File: src/utvl_pkg.sv
// Package for the UTF-8 / ASCII text validator.
// Holds the payload structs, the mode and error codes and the tracker state type.
// No dependencies.
`default_nettype none

package utvl_pkg;

  typedef enum logic [1:0] {
    MODE_TEXT_UTF8   = 2'd0,
    MODE_TEXT_ASCII  = 2'd1,
    MODE_PLAIN_UTF8  = 2'd2,
    MODE_PLAIN_ASCII = 2'd3
  } check_mode_t;

  typedef enum logic [1:0] {
    ERR_NONE      = 2'd0,
    ERR_MALFORMED = 2'd1,
    ERR_NUL       = 2'd2,
    ERR_RANGE     = 2'd3
  } error_kind_t;

  localparam int unsigned OUT_COUNT_WIDTH = 16;

  localparam logic [7:0] BYTE_NUL       = 8'h00;
  localparam logic [7:0] BYTE_LF        = 8'h0A;
  localparam logic [7:0] BYTE_PRINT_LO  = 8'h20;
  localparam logic [7:0] BYTE_PRINT_HI  = 8'h7E;
  localparam logic [7:0] LEAD_E0        = 8'he0;
  localparam logic [7:0] LEAD_ED        = 8'hed;
  localparam logic [7:0] LEAD_EF        = 8'hef;
  localparam logic [7:0] LEAD_F0        = 8'hf0;
  localparam logic [7:0] LEAD_F4        = 8'hf4;
  localparam logic [7:0] CONT_8F        = 8'h8f;
  localparam logic [7:0] CONT_BF        = 8'hbf;

  typedef struct packed {
    logic [7:0] data_byte;
    logic       last_byte;
  } in_item_t;

  typedef struct packed {
    logic [7:0]  byte_out;
    logic        last_out;
    logic        verdict_ok;
    error_kind_t error_kind;
    logic [OUT_COUNT_WIDTH-1:0] byte_count;
  } out_item_t;

  typedef struct packed {
    logic [1:0]  conts_remaining;
    logic [7:0]  lead_value;
    logic [1:0]  cont_position;
    logic        noncharacter_pending;
    logic        utf8_failed;
    error_kind_t first_fault;
  } track_state_t;

endpackage

`default_nettype wire

File: src/utvl_check.sv
// Combinational per-byte check: UTF-8 sequence tracking, per-byte faults and verdict.
// Depends on utvl_pkg.
`default_nettype none

module utvl_check (
  input  utvl_pkg::track_state_t state,
  input  utvl_pkg::check_mode_t  mode,
  input  logic [7:0]             data_byte,
  input  logic                   last_byte,
  output utvl_pkg::track_state_t state_next,
  output utvl_pkg::error_kind_t  error_kind
);

  utvl_pkg::track_state_t fed;
  utvl_pkg::error_kind_t  fault;
  logic                   outside_print;

  // UTF-8 sequence tracker.
  always_comb begin
    fed = state;
    if (!state.utf8_failed) begin
      if (state.conts_remaining == 2'd0) begin
        fed.noncharacter_pending = 1'b0;
        if (data_byte[7]) begin
          if ((data_byte & 8'he0) == 8'hc0) begin
            // C0 and C1 can only start overlong two-byte forms.
            if ((data_byte & 8'hfe) == 8'hc0) begin
              fed.utf8_failed = 1'b1;
            end else begin
              fed.conts_remaining = 2'd1;
            end
          end else if ((data_byte & 8'hf0) == 8'he0) begin
            fed.conts_remaining = 2'd2;
          end else if ((data_byte & 8'hf8) == 8'hf0) begin
            if (data_byte > utvl_pkg::LEAD_F4) begin
              fed.utf8_failed = 1'b1;
            end else begin
              fed.conts_remaining = 2'd3;
            end
          end else begin
            fed.utf8_failed = 1'b1;
          end
          if (!fed.utf8_failed) begin
            fed.lead_value    = data_byte;
            fed.cont_position = 2'd1;
          end
        end
      end else if (data_byte[7:6] != 2'b10) begin
        fed.utf8_failed = 1'b1;
      end else begin
        if (state.cont_position == 2'd1) begin
          if ((state.lead_value == utvl_pkg::LEAD_E0 && data_byte[7:5] == 3'b100) ||
              (state.lead_value == utvl_pkg::LEAD_ED && data_byte[7:5] == 3'b101) ||
              (state.lead_value == utvl_pkg::LEAD_F0 && data_byte[7:4] == 4'b1000) ||
              (state.lead_value == utvl_pkg::LEAD_F4 && data_byte > utvl_pkg::CONT_8F)) begin
            fed.utf8_failed = 1'b1;
          end else begin
            fed.noncharacter_pending = (state.lead_value == utvl_pkg::LEAD_EF) &&
                                       (data_byte == utvl_pkg::CONT_BF);
          end
        end else if (state.cont_position == 2'd2) begin
          // EF BF BE and EF BF BF are the noncharacters U+FFFE and U+FFFF.
          if (state.noncharacter_pending && data_byte[7:1] == 7'b1011111) begin
            fed.utf8_failed = 1'b1;
          end else begin
            fed.noncharacter_pending = 1'b0;
          end
        end
        if (!fed.utf8_failed) begin
          fed.cont_position   = state.cont_position + 2'd1;
          fed.conts_remaining = state.conts_remaining - 2'd1;
        end
      end
    end
  end

  // Per-byte fault under the current mode.
  assign outside_print = (data_byte < utvl_pkg::BYTE_PRINT_LO) ||
                         (data_byte > utvl_pkg::BYTE_PRINT_HI);

  always_comb begin
    fault = utvl_pkg::ERR_NONE;
    case (mode)
      utvl_pkg::MODE_TEXT_UTF8: begin
        if (data_byte == utvl_pkg::BYTE_NUL) fault = utvl_pkg::ERR_NUL;
      end
      utvl_pkg::MODE_TEXT_ASCII: begin
        if (data_byte == utvl_pkg::BYTE_NUL) fault = utvl_pkg::ERR_NUL;
        else if (outside_print) fault = utvl_pkg::ERR_RANGE;
      end
      utvl_pkg::MODE_PLAIN_ASCII: begin
        if (outside_print && data_byte != utvl_pkg::BYTE_LF) fault = utvl_pkg::ERR_RANGE;
      end
      default: begin
        fault = utvl_pkg::ERR_NONE;
      end
    endcase
  end

  always_comb begin
    utvl_pkg::track_state_t upd;
    upd = fed;
    if (upd.first_fault == utvl_pkg::ERR_NONE) begin
      upd.first_fault = fault;
    end
    error_kind = utvl_pkg::ERR_NONE;
    state_next = upd;
    if (last_byte) begin
      // A sequence still open at the end of the buffer is truncated.
      if (upd.conts_remaining != 2'd0) begin
        upd.utf8_failed = 1'b1;
      end
      if ((mode == utvl_pkg::MODE_TEXT_UTF8 || mode == utvl_pkg::MODE_PLAIN_UTF8) &&
          upd.utf8_failed) begin
        error_kind = utvl_pkg::ERR_MALFORMED;
      end else begin
        error_kind = upd.first_fault;
      end
      state_next = '0;
    end
  end

endmodule

`default_nettype wire

File: src/utf8_ascii_text_validator_unit.sv
// Top level of the UTF-8 / ASCII text validator: mode register, tracker state,
// saturating byte counter and result register. Depends on utvl_pkg and utvl_check.
`default_nettype none

// Each byte is checked in the cycle it is accepted and its result is held in the
// output register in the next cycle; one byte is taken every clock cycle, and the only
// stall comes from out_ready being low while a result is waiting.
// The verdict (verdict_ok, error_kind) is valid on the result that carries last_out,
// and all per-buffer state clears after that byte. A write to check_mode takes
// effect from the next byte; mode writes are expected only while the block is idle.
module utf8_ascii_text_validator_unit #(
  parameter int unsigned COUNT_WIDTH = 16
) (
  input  logic                clk,
  input  logic                rst,
  input  logic                check_mode_we,
  input  logic [1:0]          check_mode_wdata,
  input  logic                in_valid,
  output logic                in_ready,
  input  utvl_pkg::in_item_t  in_data,
  output logic                out_valid,
  input  logic                out_ready,
  output utvl_pkg::out_item_t out_data
);

  localparam int unsigned OW = utvl_pkg::OUT_COUNT_WIDTH;

  utvl_pkg::check_mode_t  check_mode;
  utvl_pkg::track_state_t state;
  utvl_pkg::track_state_t state_next;
  utvl_pkg::error_kind_t  error_kind;
  logic [COUNT_WIDTH-1:0] seen_count;
  logic [COUNT_WIDTH-1:0] count_inc;
  logic [OW-1:0]          count_shown;
  logic                   in_xfer;

  assign in_ready = !out_valid || out_ready;
  assign in_xfer  = in_valid && in_ready;

  utvl_check u_check (
    .state      (state),
    .mode       (check_mode),
    .data_byte  (in_data.data_byte),
    .last_byte  (in_data.last_byte),
    .state_next (state_next),
    .error_kind (error_kind)
  );

  assign count_inc = (&seen_count) ? seen_count : seen_count + COUNT_WIDTH'(1);

  generate
    if (COUNT_WIDTH > OW) begin : g_clip
      assign count_shown = (|count_inc[COUNT_WIDTH-1:OW]) ? {OW{1'b1}} : count_inc[OW-1:0];
    end else begin : g_extend
      assign count_shown = OW'(count_inc);
    end
  endgenerate

  always_ff @(posedge clk) begin
    if (rst) begin
      check_mode <= utvl_pkg::MODE_TEXT_UTF8;
      state      <= '0;
      seen_count <= '0;
      out_valid  <= 1'b0;
    end else begin
      if (check_mode_we) begin
        check_mode <= utvl_pkg::check_mode_t'(check_mode_wdata);
      end
      if (in_xfer) begin
        state      <= state_next;
        seen_count <= in_data.last_byte ? '0 : count_inc;
        out_valid  <= 1'b1;
      end else if (out_ready) begin
        out_valid  <= 1'b0;
      end
    end
  end

  always_ff @(posedge clk) begin
    if (in_xfer) begin
      out_data.byte_out   <= in_data.data_byte;
      out_data.last_out   <= in_data.last_byte;
      out_data.verdict_ok <= in_data.last_byte && (error_kind == utvl_pkg::ERR_NONE);
      out_data.error_kind <= error_kind;
      out_data.byte_count <= count_shown;
    end
  end

endmodule

`default_nettype wire

File: config.mk
export PLATFORM = sky130hd
export DESIGN_NAME = utf8_ascii_text_validator_unit
export DESIGN_NICKNAME = d
export VERILOG_FILES = /design/src/utvl_pkg.sv /design/src/utvl_check.sv /design/src/utf8_ascii_text_validator_unit.sv
export SDC_FILE = /design/constraint.sdc
export NUM_CORES = 1
export LEC_CHECK = 0
export BUFFER_PORTS_ARGS = -buffer_cell sky130_fd_sc_hd__buf_2
export CAP_MARGIN = 5
export CORE_MARGIN = 3
export CORE_UTILIZATION = 51
export DETAILED_ROUTE_END_ITERATION = 16
export PLACE_DENSITY_LB_ADDON = 0.25
export SLEW_MARGIN = 30
export SYNTH_ARGS = -nofsm -noshare
export SYNTH_HDL_FRONTEND = slang
export SYNTH_SLANG_ARGS = --single-unit
File: constraint.sdc
create_clock -name clk -period 2.2 [get_ports clk]
set_clock_uncertainty 0.1 [all_clocks]
set_input_delay 0.33 -clock clk [delete_from_list [all_inputs] [get_ports clk]]
set_output_delay 0.33 -clock clk [all_outputs]
set_load 0.005 [all_outputs]
; Yosys cells after proc, flatten, opt, wreduce, memory -nomap -nowiden
; Index checks and enable logic that the tools add are counted.
[classes]
order_cmp = 4
n_eq_ne = 29
mux = 49
n_addsub = 3
n_reduce_logical = 31
[ops]
columns = operator, count
row1 = "equality test 8 bit, second input constant", 6
row2 = 2-to-1 mux 16 bit, 3
row3 = 2-to-1 mux 2 bit, 21
row4 = 2-to-1 mux 1 bit, 18
row5 = "adder 16 x 1 -> 16 bit, second input constant", 1
row6 = "greater-than comparator 8 bit, second input constant", 2
row7 = AND reduction 16 bit, 1
row8 = "equality test 7 bit, second input constant", 2
row9 = 2-to-1 mux 14 bit, 1
row10 = 2-to-1 mux 12 bit, 1
row11 = AND reduction 6 bit, 2
row12 = logical AND 1 bit, 10
row13 = 2-to-1 mux 10 bit, 1
row14 = "equality test 3 bit, second input constant", 3
row15 = "equality test 4 bit, second input constant", 2
row16 = "greater-than comparator 8 x 7 -> 1 bit, second input constant", 1
row17 = logical NOT 2 bit, 4
row18 = logical NOT 8 bit, 1
row19 = "less-than comparator 8 x 6 -> 1 bit, second input constant", 1
row20 = 2-to-1 mux 8 bit, 1
row21 = "!= test 8 x 4 -> 1 bit, second input constant", 1
row22 = nonzero test 2 bit, 4
row23 = "equality test 2 bit, second input constant", 3
row24 = logical OR 1 bit, 6
row25 = 15 further kinds, 20
[totals]
inputBits = 16
out_inout_bits = 30
ff_bits = 63

; Longest topological paths before layout
; Gate-level depths: netlist (run 1).
[depth]
depth_word = 22
mapped_depth = 10
mapped_depth_nobuf = 9

; Hierarchy
; A second synthesis (run 1) with hierarchy kept.
[hier_totals]
hier_cells = 392
area_unflattened_um2 = 3504.6
[by_module_without_submodules]
columns = mod, cells_each, n_inst, area_each_um2
row1 = utf8_ascii_text_validator_unit, 265, 1, 2693.8
row2 = utvl_check, 127, 1, 810.8

; Least setup slack after synthesis (run 1)
; Ideal clock, no wire load.
[synth_path]
path_kind = input to register
startpoint = input port out_ready
endpoint = register state[15] (netlist name)
slack_ns = -0.150
arrival_time_ns = 2.135
n_path_buf = 1
t_required_ns = 1.984
stages = 6
path_cell_list = nand2b_1 nand2_1 inv_2 clkbuf_1 o21ai_0 and3_1
[synth_between]
elab_chain_cells = 2
[synth_lines]
columns = element, line_no
row1 = start: declaration, utf8_ascii_text_validator_unit.sv:22  ; input logic out_ready,
row2 = logical OR 1 bit, utf8_ascii_text_validator_unit.sv:37  ; assign in_ready = !out_valid || out_ready;
row3 = logical AND 1 bit, utf8_ascii_text_validator_unit.sv:38  ; assign in_xfer = in_valid && in_ready;
row4 = named net in_xfer, utf8_ascii_text_validator_unit.sv:35  ; logic in_xfer;
; The timed path passes the listed nets, and every way through them passes these cells.
; A chain may end at the register's enable or synchronous reset.

; Worst setup path in the final report (run 1)
[layout_path]
startpoint = register state[5] (netlist name)
endpoint = register out_data[16] (netlist name), data pin
[layout_between]
elab_chain_cells = 16
elab_cells_between_ends = 19
[layout_lines]
columns = element, line_no
row1 = equality test 2 bit, utvl_check.sv:61  ; end else if (state.cont_position == 2'd2) begin
row2 = 2-to-1 mux 2 bit, utvl_check.sv:61
row3 = 2-to-1 mux 2 bit (*), utvl_check.sv:51  ; if (state.cont_position == 2'd1) begin
row4 = 2-to-1 mux 2 bit (*), utvl_check.sv:48  ; end else if (data_byte[7:6] != 2'b10) begin
row5 = 2-to-1 mux 2 bit (*), utvl_check.sv:22  ; if (state.conts_remaining == 2'd0) begin
row6 = 2-to-1 mux 2 bit (*), utvl_check.sv:21  ; if (!state.utf8_failed) begin
row7 = 2-to-1 mux 2 bit, utvl_check.sv:69  ; if (!fed.utf8_failed) begin
row8 = 2-to-1 mux 2 bit, utvl_check.sv:48
row9 = 2-to-1 mux 2 bit, utvl_check.sv:22
row10 = 2-to-1 mux 14 bit (*), utvl_check.sv:21
row11 = nonzero test 2 bit, utvl_check.sv:110  ; if (upd.conts_remaining != 2'd0) begin
row12 = 2-to-1 mux 1 bit (*), utvl_check.sv:110
row13 = 2-to-1 mux 1 bit (*), utvl_check.sv:108  ; if (last_byte) begin
row14 = logical AND 1 bit (*), utvl_check.sv:113  ; if ((mode == utvl_pkg::MODE_TEXT_UTF8 || mode == utvl_pkg::MODE_PLAIN_UTF8) &&
row15 = 2-to-1 mux 2 bit (*), utvl_check.sv:113
row16 = 2-to-1 mux 2 bit (*), utvl_check.sv:108
row17 = named net error_kind[0], utf8_ascii_text_validator_unit.sv:31  ; utvl_pkg::error_kind_t error_kind;
row18 = end: declaration, utf8_ascii_text_validator_unit.sv:23  ; output utvl_pkg::out_item_t out_data
; The timed path passes the listed nets; every way through them passes the cells marked *. The select of a mux whose other input is x is not followed.

==> flow_summary.json, run 1 <==
{
  "crit_arrival_ns": 2.25,
  "nets": 464,
  "p_per_area_nw_per_um2": 676.3,
  "via_per_inst": 5.979,
  "die_h_um": 85.25,
  "min_path_type": "input port to flop",
  "cp-start-kind": "flop",
  "post-route-drc-count": 0,
  "busiest_layer": "met2",
  "avgSynthCellArea_sq_um": 9.257,
  "finalSetupTns_ns": -0.06161,
  "grt_max_degree": 27,
  "area_growth_syn_to_layout_pct": 33.05,
  "worstPathRequired_ns": 2.19,
  "coreArea_sq_um": 5991,
  "pwr-share-comb_pct": 14.2,
  "ir_drop_uv": 384.2,
  "synth_area_sq_um": 3203,
  "grt_pass1_vias": 2957,
  "grt_pass1_wl_mm": 13.75,
  "seq_power_share_pct": 44.6,
  "worst_pin_slew_ns": 0.5843,
  "start_util_pct": 53.47,
  "stdcell_area_sq_um": 4262,
  "synth_nets": 366,
  "finalSetupViolCount": 1,
  "fmax_mhz": 442.2,
  "grt-ovfl-total": 0,
  "routedWlPerCell_um": 16.16,
  "n_fill_cell": 430,
  "cts_max_level": 3,
  "first_pass_iters": 5,
  "total_power_mw": 2.882,
  "endpoint_kind": "flop",
  "synth-edff-count": 28,
  "die_area_sq_um": 7268,
  "ctsHoldBuffers": 0,
  "fin_ws_ns": -0.06161,
  "rsz0062_at_grt": "yes",
  "ys_seq_elements": 63,
  "clk_pin_slew_ns": 0.07,
  "dr_total_vias": 3133,
  "io_pins": 46,
  "violations": "negative setup slack",
  "dp_hpwl_mm": 5.769,
  "grt_util_met3_pct": 4.369,
  "outcome": "finished with violations",
  "hold_violations": 0,
  "cts-root-buf": "clkbuf_8",
  "relSlewSlack_pct": 60.56,
  "ys_seq_area_share_pct": 48.12,
  "maxCapViolCount": 0,
  "use_met2_pct": 36.79,
  "antenna_found_initial": 0,
  "regArea_sq_um": 1548,
  "cts_tree": "done",
  "die_w_um": 85.25,
  "layout-drive-gt1-share_pct": 34.52,
  "grt_usage_pct": 23.56,
  "finalMaxSlewViolations": 0,
  "synthArstFlopShare_pct": 0,
  "ys_types": 59,
  "switchingPower_mw": 0.6848,
  "p_int_mw": 2.197,
  "yosysWarnings": 0,
  "cp_max_fo": 3,
  "antenna_left": 0,
  "synth_flop_cell": "dfxtp_1",
  "pwr-share-clk_pct": 41.3,
  "multi_input_area_sq_um": 1657,
  "insertion_delay_ns": 0.34,
  "use_met1_pct": 31.30,
  "min_period_over_period_pct": 102.8,
  "initialDrtViolationCount": 326,
  "port_buffers": 45,
  "wl_mm": 8.470,
  "cts.sinks": 63,
  "diodes": 0,
  "ctsLongestPathBuffers": 2,
  "crit_type": "flop to flop",
  "final_util_pct": 71.14,
  "leakagePower_nw": 1.699,
  "place_area_sq_um": 3850,
  "rows": 28,
  "cts_buffers": 9,
  "gp_congestion": 1.010,
  "synth_cells": 346,
  "period_needed_ns": 2.262,
  "swShare_pct": 23.76
}
==> layer usage <==
layer / vias to the layer above / wire length [um] / share of wire (%)
met4: 0 / 176 / 2.1
met5: - / 0 / 0
met2: 131 / 4156 / 49
met3: 19 / 522 / 6.2
met1: 1501 / 3615 / 43
li1: 1482 / - / -
==> critical path: stages, from the launching register on <==
cell and delay (ns):
dfxtp_2 0.34, inv_1 0.09, ha_2 0.23, o31ai_2 0.10, or4b_4 0.51, o31ai_4 0.24, a31oi_2 0.15, o31a_1 0.26
==> power by group through the flow <==
stage | clock [mW] | sequential [mW] | combinational (mW)
after floorplan | 0 | 1.31 | 0.182
after global placement | 0 | 1.31 | 0.346
after detailed placement | 0 | 1.31 | 0.352
after CTS | 1.20 | 1.28 | 0.377
after global routing | 1.27 | 1.29 | 0.443
final | 1.19 | 1.28 | 0.408
==> logic make-up (layout without fill, tap and decap cells) <==
| logic type | after synthesis | after routing | share of synthesized area (%) |
|---|---|---|---|
| compound gates | 87 | 87 | 18.36 |
| flops | 63 | 63 | 48.13 |
| simple gates | 143 | 143 | 22.54 |
| fa+ha+maj | 4 | 4 | 1.563 |
| mux | 8 | 8 | 2.617 |
| xor+xnor | 10 | 10 | 2.734 |
| buf+inv | 31 | 134 | 4.063 |
==> cell usage in the layout, fill, tap and decap left out, types with 15 or more instances in the layout <==
cell type  count
nor2_1        42
a21oi_1       19
edfxtp_1      28
buf_4         61
nor3_1        18
buf_2         45
dfxtp_1       30
nand3_1       15
nand2_1       20
o21ai_0       19
==> flip-flops by register name (all words and copies together) (netlist names) <==
name,flops
check_mode,2
state,16
out_data,28
seen_count,16
out_valid,1
==> synthesized netlist by cell type, types with 2 or more instances <==
cell type | count | area, sq um
nor2_1 | 43 | 161.4
dfxtp_1 | 35 | 700.7
edfxtp_1 | 28 | 840.8
nand2_1 | 21 | 78.83
nor3_1 | 21 | 105.1
a21oi_1 | 19 | 95.09
o21ai_0 | 19 | 95.09
nand3_1 | 15 | 75.07
clkbuf_1 | 10 | 37.54
inv_1 | 10 | 37.54
a22oi_1 | 9 | 67.56
buf_2 | 8 | 40.04
a31oi_1 | 6 | 37.54
nand2b_1 | 6 | 37.54
a32o_1 | 5 | 50.05
and3_1 | 5 | 31.28
mux2i_1 | 5 | 50.05
nand4_1 | 5 | 31.28
nor2b_1 | 5 | 31.28
xnor2_1 | 5 | 43.79
xor2_1 | 5 | 43.79
a211oi_1 | 4 | 30.03
ha_1 | 4 | 50.05
or3_1 | 4 | 25.02
mux2_2 | 3 | 33.78
nor4_1 | 3 | 18.77
o31ai_1 | 3 | 22.52
and2_1 | 2 | 12.51
nor3b_1 | 2 | 15.01
o211ai_1 | 2 | 15.01
o21a_1 | 2 | 15.01
o221ai_1 | 2 | 17.52
o311ai_0 | 2 | 17.52
o31a_1 | 2 | 17.52
or4_1 | 2 | 15.01
==> through the flow <==
step           hold slack, ns  std cells  setup slack, ns
6_report               0.1269        524         -0.06161
5_1_grt                0.1378        524         -0.07831
4_1_cts                0.1211        522          -0.1481
3_5_place_dp           0.3937        502          -0.1988
3_3_place_gp           0.3835        502          -0.1199
2_1_floorplan          0.3289        346          0.01804
==> final timing paths <==
check | startpoint | endpoint | slack (ns) | depth (start not counted)
max | state[5]$_SDFFE_PP0P_ | out_data[16]$_DFFE_PP_ | -0.06 | 7
min | check_mode_wdata[1] | check_mode[1]$_SDFFE_PP0P_ | 0.13 | 3
max reg2reg | state[5]$_SDFFE_PP0P_ | out_data[16]$_DFFE_PP_ | -0.06 | 7
min reg2reg | state[14]$_SDFFE_PP0P_ | state[14]$_SDFFE_PP0P_ | 0.41 | 1
==> what timing repair did <==
item / CTS / global route
pin swaps: 8 / 9
gates resized for setup: 15 / 14
setup buffers: 4 / 2
setup endpoints to repair: 3 / 6
gates cloned: 0 / 0
hold endpoints to repair: 0 / 0
==> area by class of cell <==
cell class | count | area share (%)
clock buffers | 9 | 2.907
clock inverters | 7 | 2.613
inverters | 12 | 1.057
multi-input cells | 252 | 38.87
flip-flops and latches | 63 | 36.32
well taps | 75 | 2.202
repair buffers | 106 | 16.03
No activity file was read; power rests on OpenSTA's default activity.
==> run 2: changes to the inputs <==
--- a/config.mk
+++ b/config.mk
@@ -5,8 +5,10 @@
 export SDC_FILE = /design/constraint.sdc
 export NUM_CORES = 1
 export LEC_CHECK = 0
+export ABC_AREA = 1
 export BUFFER_PORTS_ARGS = -buffer_cell sky130_fd_sc_hd__buf_2
 export CAP_MARGIN = 5
+export CORE_ASPECT_RATIO = 0.75
 export CORE_MARGIN = 3
 export CORE_UTILIZATION = 51
 export DETAILED_ROUTE_END_ITERATION = 16
==> run 2 against run 1 <==
Net effect: the flow now finishes without violations; fmax up 15%; register-to-register slack gained 0.30 ns; clock power is 4% higher; die area decreased by 1.9%; total power down 3.5%; critical endpoint is now state[7]$_SDFFE_PP0P_; critical path type unchanged; core utilization shrank 8.3 points; synthesized cell count increased by 12%; final cell count is 0.38% lower; highest routed layer unchanged.
==> flow_summary.json, run 2 <==
{
  "finalMaxSlewViolations": 0,
  "synth_cells": 388,
  "dp_hpwl_mm": 4.979,
  "yosysTopAreaCellShare_pct": 26.84,
  "postCtsSetupRepairBufs": 0,
  "cpPeakStageDelay_ns": 0.41,
  "switchingPower_mw": 0.6711,
  "start_util_pct": 53.23,
  "first_pass_iters": 5,
  "p_per_area_nw_per_um2": 751.7,
  "synth_largest_area_cell": "edfxtp_1",
  "grt-ovfl-total": 0,
  "cts_tree": "done",
  "setup.worst_path.end": "state[7]$_SDFFE_PP0P_",
  "gp_congestion": 0.8772,
  "ys_seq_elements": 63,
  "cp_slowest_cell": "ha_1",
  "die_area_sq_um": 7129,
  "grt_usage_pct": 21.25,
  "die_h_um": 73.88,
  "ys_seq_area_share_pct": 49.20,
  "diodes": 0,
  "leakagePower_nw": 1.464,
  "rows": 24,
  "ir_drop_uv": 575.7,
  "wl_mm": 6.918,
  "synthArstFlopShare_pct": 0,
  "port_buffers": 45,
  "dr_total_vias": 2713,
  "crit_type": "flop to flop",
  "die_w_um": 96.51,
  "outcome": "finished, final reports clean",
  "finalSetupTns_ns": 0,
  "relSlewSlack_pct": 70.49,
  "r2r_start": "state[14]$_SDFFE_PP0P_",
  "grt_max_degree": 29,
  "top_regs": "out_data: 28 flops, seen_count: 16 flops, state: 16 flops",
  "via_per_inst": 5.197,
  "fin_ws_ns": 0.2342,
  "maxCapViolCount": 0,
  "min_path_type": "input port to flop",
  "pwr-share-comb_pct": 9.2,
  "worstPathCellList": "inv_1 > ha_1 > nor2_1 > nor2_2 > nand2_4 > nor3_4 > nand2_1 > a21oi_1",
  "area_growth_syn_to_layout_pct": 18.13,
  "layout-drive-gt1-share_pct": 21.62,
  "routedWlPerCell_um": 13.25,
  "place_ws_ns": 0.1031,
  "finalSetupViolCount": 0,
  "rr_worst_depth": 8,
  "grt_pass1_vias": 2382,
  "yosysWarnings": 0,
  "fmax_mhz": 508.7,
  "initialDrtViolationCount": 156,
  "synth-edff-count": 28,
  "p_int_mw": 2.111,
  "swShare_pct": 24.12,
  "worst_pin_slew_ns": 0.4371,
  "nets": 459,
  "crit_arrival_ns": 2.15,
  "crit_start": "state[14]$_SDFFE_PP0P_",
  "cp_max_fo": 10,
  "layout_commonest_cell": "nand2_1",
  "clk_pin_slew_ns": 0.07,
  "r2r_setup_slack_ns": 0.23,
  "hold_violations": 0,
  "synth_flop_cell": "dfxtp_1",
  "rsz0062_at_grt": "no",
  "worstPathRequired_ns": 2.38,
  "synth_area_sq_um": 3133,
  "cts-root-buf": "clkbuf_8",
  "ctsLongestPathBuffers": 2,
  "total_power_mw": 2.782,
  "antenna_found_initial": 0,
  "regMostFlops": "out_data",
  "cp-start-kind": "flop",
  "coreArea_sq_um": 5886,
  "synth_nets": 408,
  "ys_types": 39,
  "period_needed_ns": 1.966,
  "r2r_end": "state[7]$_SDFFE_PP0P_",
  "mostFrequentLayoutCells": "95 x nand2_1, 45 x buf_2, 42 x inv_1",
  "cts.sinks": 63,
  "seq_power_share_pct": 46.2,
  "min_period_over_period_pct": 89.35,
  "insertion_delay_ns": 0.35,
  "cts_max_level": 3,
  "synth_area_leaders": "edfxtp_1 27%, dfxtp_1 22%, nand2_1 11%",
  "ys_top_cells_by_count": "95 x nand2_1, 43 x inv_1, 39 x a21oi_1",
  "largest_reg_flops": 28,
  "avgSynthCellArea_sq_um": 8.075,
  "io_pins": 46,
  "grt_pass1_wl_mm": 11.36,
  "cts_buffers": 9,
  "dp.cells": 506,
  "antenna_left": 0,
  "endpoint_kind": "flop",
  "post-route-drc-count": 0,
  "pwr-share-clk_pct": 44.5,
  "synth_most_common_cell": "nand2_1",
  "fin_cells": 522
}
-- run 2: cell types whose count changed in the layout (fill, tap and decap cells not counted), moves of 7 or more --
cell	delta
buf_4	-57
nand2_1	+75
nor3_1	-9
a22oi_1	-9
nand2_2	+7
a21oi_1	+20
o21ai_0	-10
inv_1	+33
nand3_1	+8
-- run 2: worst min-delay path by stage --
stage	from	endpoint	slack (ns)	cells after the start
floorplan	rst	state[1]$_SDFFE_PP0P_	0.31	1
global placement	state[13]$_SDFFE_PP0P_	state[13]$_SDFFE_PP0P_	0.36	2
detailed placement	state[12]$_SDFFE_PP0P_	state[12]$_SDFFE_PP0P_	0.36	2
CTS	in_data[3]	out_data[22]$_DFFE_PP_	0.11	1
global route	in_data[3]	out_data[22]$_DFFE_PP_	0.12	1
finish	in_data[3]	out_data[22]$_DFFE_PP_	0.13	1
-- run 2: worst max-delay path, delay by kind of cell (launching register included) --
family | cells | cell delay, ns
buffers and inverters | 1 | 0.12
adders and majority gates | 1 | 0.41
DFF | 1 | 0.33
AOI/OAI and AO/OA | 1 | 0.13
and+or+nand+nor | 5 | 0.80
-- run 2: through the flow --
step | hold WS (ns) | instance area [sq um] | utilization [%]
2_1_floorplan | 0.3085 | 3137 | -
3_3_place_gp | 0.3551 | 3451 | 58.63
3_5_place_dp | 0.3593 | 3451 | 58.63
4_1_cts | 0.1064 | 3695 | 62.78
5_1_grt | 0.1188 | 3701 | 62.88
6_report | 0.1250 | 3701 | 62.88
-- run 2: repair_timing --
item,4_1_cts,5_1_grt
hold buffers,0,0
gates resized for setup,0,2
endpoints found under the setup margin,0,8
-- run 2: routing by layer --
layer	track usage [%]	routed length, um	up-vias
li1	-	-	1382
met1	30.03	3412	1244
met2	30.89	2962	80
met3	6.653	464	7
met4	6.998	78	0
met5	0	0	-
-- run 2: power groups by stage --
stage	Sequential (mW)	Clock, mW	Combinational (mW)
2_1_floorplan	1.32	0	0.156
3_3_place_gp	1.31	0	0.252
3_5_place_dp	1.31	0	0.256
4_1_cts	1.29	1.26	0.258
5_1_grt	1.29	1.31	0.289
6_report	1.29	1.24	0.257
-- run 2: cell type report --
type                            instances  area, sq um
Clock buffer                            9        123.9
Inverter                               47        180.2
Multi-Input combinational cell        269         1381
Tap cell                               78        97.59
Timing Repair Buffer                   49        255.2
Fill cell                             532         2185
Clock inverter                          7        120.1
Sequential cell                        63         1543
-- run 2: cell families (layout without fill, tap and decap cells) --
family	count (synthesis)	count (layout)	synth area share, %
simple gates	191	191	27.60
compound gates	65	65	11.98
xor+xnor	9	9	2.756
fa+ha+maj	4	4	1.598
buf+inv	56	112	6.869
flops	63	63	49.20
